--- src/sfp_pkg.sv ---
// shared types and constants for the starfield projector
`default_nettype none
package sfp_pkg;

    // configuration register indexes
    localparam logic [2:0] REG_STAR_COUNT   = 3'd0;
    localparam logic [2:0] REG_BASE_SPEED   = 3'd1;
    localparam logic [2:0] REG_FRAME_WIDTH  = 3'd2;
    localparam logic [2:0] REG_FRAME_HEIGHT = 3'd3;
    localparam logic [2:0] REG_RNG_SEED     = 3'd4;

    localparam logic [16:0] DEPTH_ONE = 17'd65536;
    localparam logic [16:0] DEPTH_MIN = 17'd655;

    // back-end sequencer states
    typedef enum logic [3:0] {
        ST_FILL,
        ST_IDLE,
        ST_READ,
        ST_DEPTH,
        ST_DIVX,
        ST_DIVY,
        ST_CHECK,
        ST_ADDR,
        ST_GRAY,
        ST_EMIT,
        ST_RESPX,
        ST_RESPY
    } t_state;

    // one frame job handed from the front to the back
    typedef struct packed {
        logic [17:0] speed;
    } t_job;

    // one xorshift 13/17/5 step
    function automatic logic [31:0] xorshift(input logic [31:0] v);
        logic [31:0] r;
        r = v ^ (v << 13);
        r = r ^ (r >> 17);
        r = r ^ (r << 5);
        return r;
    endfunction

endpackage
`default_nettype wire

--- src/sfp_front.sv ---
// front end: takes beat items, computes frame speed, queues frame jobs
`default_nettype none
module sfp_front (
    input  wire                 i_clk,
    input  wire                 i_rst_n,
    input  wire                 i_valid,
    output logic                o_ready,
    input  wire  [15:0]         i_beat,
    input  wire  [15:0]         i_base_speed,
    output logic                o_job_valid,
    input  wire                 i_job_ready,
    output sfp_pkg::t_job       o_job
);
    import sfp_pkg::*;

    // two-entry queue of frame jobs
    t_job       r_q [2];
    logic       r_wp, n_wp, r_rp, n_rp;
    logic [1:0] r_cnt, n_cnt;
    logic [33:0] w_prod;
    logic        w_push, w_pop;

    assign w_prod = 34'({i_base_speed, 16'd0}) + 34'({i_base_speed, 1'b0}) * 34'(i_beat);
    assign o_ready = (r_cnt != 2'd2);
    assign w_push = i_valid && o_ready;
    assign o_job_valid = (r_cnt != 2'd0);
    assign w_pop = o_job_valid && i_job_ready;
    assign o_job = r_q[r_rp];

    // pointer and count update
    always_comb begin
        n_wp = r_wp ^ w_push;
        n_rp = r_rp ^ w_pop;
        n_cnt = r_cnt + 2'(w_push) - 2'(w_pop);
    end

    always_ff @(posedge i_clk) begin
        if (!i_rst_n) begin
            r_wp <= 1'b0;
            r_rp <= 1'b0;
            r_cnt <= 2'd0;
        end else begin
            r_wp <= n_wp;
            r_rp <= n_rp;
            r_cnt <= n_cnt;
        end
    end

    // queue storage
    always_ff @(posedge i_clk) begin
        if (w_push) begin
            r_q[r_wp].speed <= w_prod[33:16];
        end
    end
endmodule
`default_nettype wire

--- config.mk ---
export PLATFORM = sky130hd
export DESIGN_NAME = sfp_front
export DESIGN_NICKNAME = d
export VERILOG_FILES = /design/src/sfp_pkg.sv /design/src/sfp_front.sv
export SDC_FILE = /design/constraint.sdc
export NUM_CORES = 1
export LEC_CHECK = 0
export BUFFER_PORTS_ARGS = -buffer_cell sky130_fd_sc_hd__buf_2
export CORE_MARGIN = 2
export CORE_UTILIZATION = 35
export CTS_BUF_LIST = sky130_fd_sc_hd__clkbuf_8
export DETAILED_ROUTE_END_ITERATION = 8
export GPL_ROUTABILITY_DRIVEN = 0
export GPL_TIMING_DRIVEN = 0
export PLACE_DENSITY_LB_ADDON = 0.25
export SLEW_MARGIN = 20
export SYNTH_ARGS = -nofsm -noshare
export SYNTH_HDL_FRONTEND = slang
export SYNTH_SLANG_ARGS = --single-unit
--- constraint.sdc ---
create_clock -name i_clk -period 9.6 [get_ports i_clk]
set_input_delay 0.48 -clock i_clk [delete_from_list [all_inputs] [get_ports i_clk]]
set_output_delay 0.48 -clock i_clk [all_outputs]
set_load 0.01 [all_outputs]
After elaboration in Yosys (flattened, before gate mapping):

Memories as Yosys holds them, arrays and structs flattened. A register that Yosys moved wholly into a read port is not among the register bits.
Index checks and enable logic that the tools add are counted.
W data, S select, Z words.

* bits in registers: 4
* RAM bits: 36
* input bits: 36
* output and inout bits: 20
* logic and storage cells: 17
* memories: 1

* $add $sub $neg: 3
* multiply operators: 1
* equal/unequal tests: 1
* multiplexer cells: 3
* bitwise operators: 2
* reductions and logical operators: 3

Memories
* r_q: depth 2, bits a word 18, rd ports 1, clocked after Yosys merged registers in 1, wr ports 1, RTL line sfp_front.sv:17 `t_job r_q [2];`

Operators with widths (count)
* $add A32 B33 Y34: 1
* $mul A16 B16 Y32: 1
* $mux W1: 3
* $add A2 B1 Y2: 1
* $logic_and A1 B1 Y1: 2
* $ne A2 B2 Y1 const B: 1
* $reduce_bool A2 Y1: 1
* $sub A2 B1 Y2: 1
* $xor A1 B1 Y1: 2

Longest topological paths before layout:

* word-level depth: 4
* gate-level depth with buffers: 33
* gate-level depth less buffers: 32

Worst setup path before layout:

No wires, ideal clock.

* path type: input to register
* from: input i_base_speed[11]
* to: memory r_q[0][16] in the netlist's numbering (data pin)
* data arrival time: 7.407 ns
* required time: 9.333 ns
* slack: 1.926 ns
* stages: 31
* buffers on the path: 1
* path through: clkbuf_1 > nand2_1 > fa_1 > fa_1 > fa_1 > inv_1 > fa_1 > fa_1 > inv_1 > fa_1 > inv_1 > ha_1 > a21oi_1 > o211ai_1 > a21o_1 > a21o_1 > a21o_1 > a21oi_1 > inv_1 > a21oi_1 > xnor2_1 > ha_1 > a21o_1 > a21oi_1 > nor2b_1 > o41a_1 > a41oi_1 > a21oi_1 > a31oi_1 > o21ai_0 > xnor2_1

* longest elaborated chain between the ends: 2

Ends and longest elaborated chain
* start: declaration: RTL line sfp_front.sv:9 `input wire [15:0] i_base_speed,`
* $mul A16 B16 Y32: RTL line sfp_front.sv:23 `assign w_prod = 34'({i_base_speed, 16'd0}) + 34'({i_base_speed, 1'b0}) * 34'(i_beat);`
* $add A32 B33 Y34 (*): RTL line sfp_front.sv:23
* net w_prod[32]: RTL line sfp_front.sv:20 `logic [33:0] w_prod;`
* end: declaration: RTL line sfp_front.sv:17

Mark *: on every way through the listed nets, which the timed path passes. The rest lies on a longest branch.

Worst setup path after layout:

* from: input i_base_speed[10]
* to: memory r_q[0][16] in the netlist's numbering (data pin)

The elaborated chain is that of the path after synthesis.

==> impl_metrics.py <==
metrics = {
    "global_routing": {
        "antenna_found_initial": 1,
        "grt_max_degree": 19,
        "grt_overflow": 0,
        "grt_pass1_wl_um": 41900,
        "grt_usage": 0.1788,
        "grt_pass1_vias": 7679,
    },
    "clock_network": {
        "cts_sinks": 41,
        "post_cts_buffers": 0,
        "clk_latency_ps": 300,
        "numCtsBuffers": 5,
        "cts.root.buffer_cell": "clkbuf_8",
        "cts_resized": 0,
        "holdBufCountCts": 0,
        "clockBufferDepth": 2,
        "cts_tree": "yes",
        "htreeDepth": 2,
        "clkSlewWorstSetupHoldPaths_ps": 90,
    },
    "final_layout": {
        "antenna_cells": 0,
        "drive_above_1_share": 0.08118,
        "nNetsFinal": 1474,
        "nFillCells": 2952,
        "synthToLayoutAreaGrowth_pct": 8.786,
    },
    "detailed_routing": {
        "drtIter0Drc": 347,
        "postRouteAntennaNets": 0,
        "vias": 7155,
        "wl_per_cell_um": 17.14,
        "drc": 0,
        "wl_met2_um": 12660,
        "drt_pass1_iterations": 7,
        "maxUsedRoutingLayer": "met4",
        "avgViaCountPerCell": 4.754,
        "wl_met3_um": 1266,
        "wl_um": 25800,
        "wl_met1_um": 11260,
    },
    "setup_path": {
        "path_class": "primary input to flop",
        "slowest_stage": "clkbuf_1",
        "endpoint_kind": "flop",
        "r2r-start": "r_cnt[1]",
        "max_stage_delay_ps": 560,
        "path_common_cell": "fa_1",
        "timing.rr.end": "r_cnt[1]",
        "cp.required_ps": 9640,
        "crit_fanout": 10,
        "worstPathArrival_ps": 8850,
        "r2r_cells": 8,
        "critPathLaunchType": "primary input",
        "r2r_slack_ps": 7800,
    },
    "hold_path": {
        "whs_endpoint": "r_cnt[1]",
        "worstHoldStart": "i_rst_n",
        "hold_depth": 2,
        "hp-class": "primary input to flop",
    },
    "yosys": {
        "synth.net_count": 1412,
        "synth_edf_count": 36,
        "muxShareOfSynthArea": 0.02002,
        "netlist.area_leader.share": 0.3836,
        "synth_fa_ha_area_frac": 0.5368,
        "avgSynthCellArea_um2": 9.570,
        "synth_cell_types": 43,
        "syn_area_um2": 10120,
        "synth.cells.most_frequent": "inv_1, fa_1, nand2_1",
        "synth_compound_area_frac": 0.04449,
        "ys_seq_area_frac": 0.1167,
        "yosys.area_share.simple": 0.1518,
        "synthXorXnorAreaFrac": 0.03201,
        "async_flop_share": 0,
        "yosysTopAreaCell": "fa_1",
        "yosysMostFrequentCell": "inv_1",
        "synth_seq_cells": 41,
        "ys_top_cells_by_area": "fa_1, ha_1, edfxtp_1",
        "synth_warnings": 0,
        "synth_top_family_by_area": "adder cells",
        "ys.flop_type": "edfxtp_1",
        "synthCells": 1058,
    },
    "floorplan": {
        "start_util": 0.3537,
        "fp.dieH_um": 174.1,
        "dieArea_um2": 30300,
        "core-area_um2": 28630,
        "io_pins": 56,
        "rows": 62,
        "die_x_um": 174.1,
    },
    "sta": {
        "finalWorstPathRequiredPeriod_ps": 8809,
        "max_freq_ghz": 0.1135,
        "skew_ps": 7.142,
        "relSlewSlack": 0.3743,
        "fin_tns_setup_ps": 0,
        "rsz0062_at_grt": "false",
        "min_period_over_period": 0.9176,
        "slew_violations": 0,
        "setup_violations": 0,
        "final_hold_viol_count": 0,
        "worst_slew_pin_slew_ps": 938.6,
    },
    "outcome": {
        "status": "finished, final reports clean",
    },
    "flow_run": {
        "cap_viol_max_count": 0,
    },
    "placement": {
        "port_buffers": 55,
        "hpwl_um": 21440,
    },
}
==> worst max-delay path, delay by kind of cell <==
family	cells	cell delay, ps
adder cells (fa/ha/maj)	8	3640
XOR/XNOR	2	300
buffers and inverters	6	1060
AO/OA/AOI/OAI	14	3070
AND/OR/NAND/NOR	2	280
==> registers in the layout (all words and copies together) (netlist names), named ones only <==
name   count
r_q       36
r_rp       1
r_cnt      2
r_wp       1
==> cell families after synthesis <==
family | Yosys count
AOI/OAI and AO/OA | 66
xor gates and xnor gates | 37
adders and majority gates | 318
buffers and inverters | 265
DFF | 41
muxes | 18
and+or+nand+nor | 313
==> worst max-delay path by stage <==
| stage | startpoint | end | slack, ps | cells past startpoint |
|---|---|---|---|---|
| floorplan | i_base_speed[11] | r_q[0][16] | 1930 | 31 |
| global placement | i_base_speed[10] | r_q[0][16] | 480 | 32 |
| detailed placement | i_base_speed[10] | r_q[1][16] | 430 | 32 |
| CTS | i_base_speed[10] | r_q[0][16] | 750 | 32 |
| global route | i_base_speed[10] | r_q[0][16] | 250 | 32 |
| finish | i_base_speed[10] | r_q[0][16] | 790 | 32 |
==> cell usage in the layout, fill, tap and decap left out, types with 3 or more instances in the layout <==
cell / Yosys / layout
inv_1: 231 / 231
fa_1: 194 / 194
nand2_1: 160 / 160
ha_1: 124 / 124
and2_1: 112 / 112
buf_2: 0 / 55
edfxtp_1: 36 / 36
clkbuf_1: 34 / 34
a21oi_1: 27 / 27
xnor2_1: 27 / 27
mux2_2: 18 / 18
xor2_1: 10 / 10
o21ai_0: 8 / 8
nor2_1: 8 / 8
nand3_1: 7 / 7
nor2b_1: 7 / 7
a21o_1: 6 / 6
nand4_1: 5 / 5
dfxtp_1: 5 / 5
clkbuf_8: 0 / 5
o21a_1: 4 / 4
nand2b_1: 4 / 4
o21bai_1: 3 / 3
nor3_1: 3 / 3
==> per-stage QoR <==
stage / instance area [µm²] / hold WS (ps) / std cells / util / setup WS, ps
after detailed placement: 10880 / 523.2 / 1497 / 0.3801 / 425.0
final: 11010 / 449.8 / 1505 / 0.3848 / 791.5
after floorplan: 10120 / 504.2 / 1058 / - / 1926
after CTS: 11010 / 449.8 / 1505 / 0.3848 / 748.6
after global routing: 11010 / 450.3 / 1505 / 0.3848 / 248.9
after global placement: 10880 / 519.4 / 1497 / 0.3801 / 482.5
==> layer usage <==
layer	track usage	up-vias
met5	0	-
met4	0.04167	0
met3	0.02668	31
met2	0.3049	161
met1	0.2402	3634
li1	-	3329
==> final cells by class <==
class                           count  area (µm²)  share of cell area
Buffer                             34       127.6             0.01159
Sequential cell                    41        1181              0.1072
Clock buffer                        5       68.82            0.006248
Clock inverter                      3       65.06            0.005907
Timing Repair Buffer               55       275.3             0.02499
Tap cell                          384       480.5             0.04362
Inverter                          231       867.1             0.07872
Multi-Input combinational cell    752        7949              0.7217
Power is left out: the tool's default activity adds up to more than one toggle a clock period on the data nets, which glitch-free logic cannot reach.
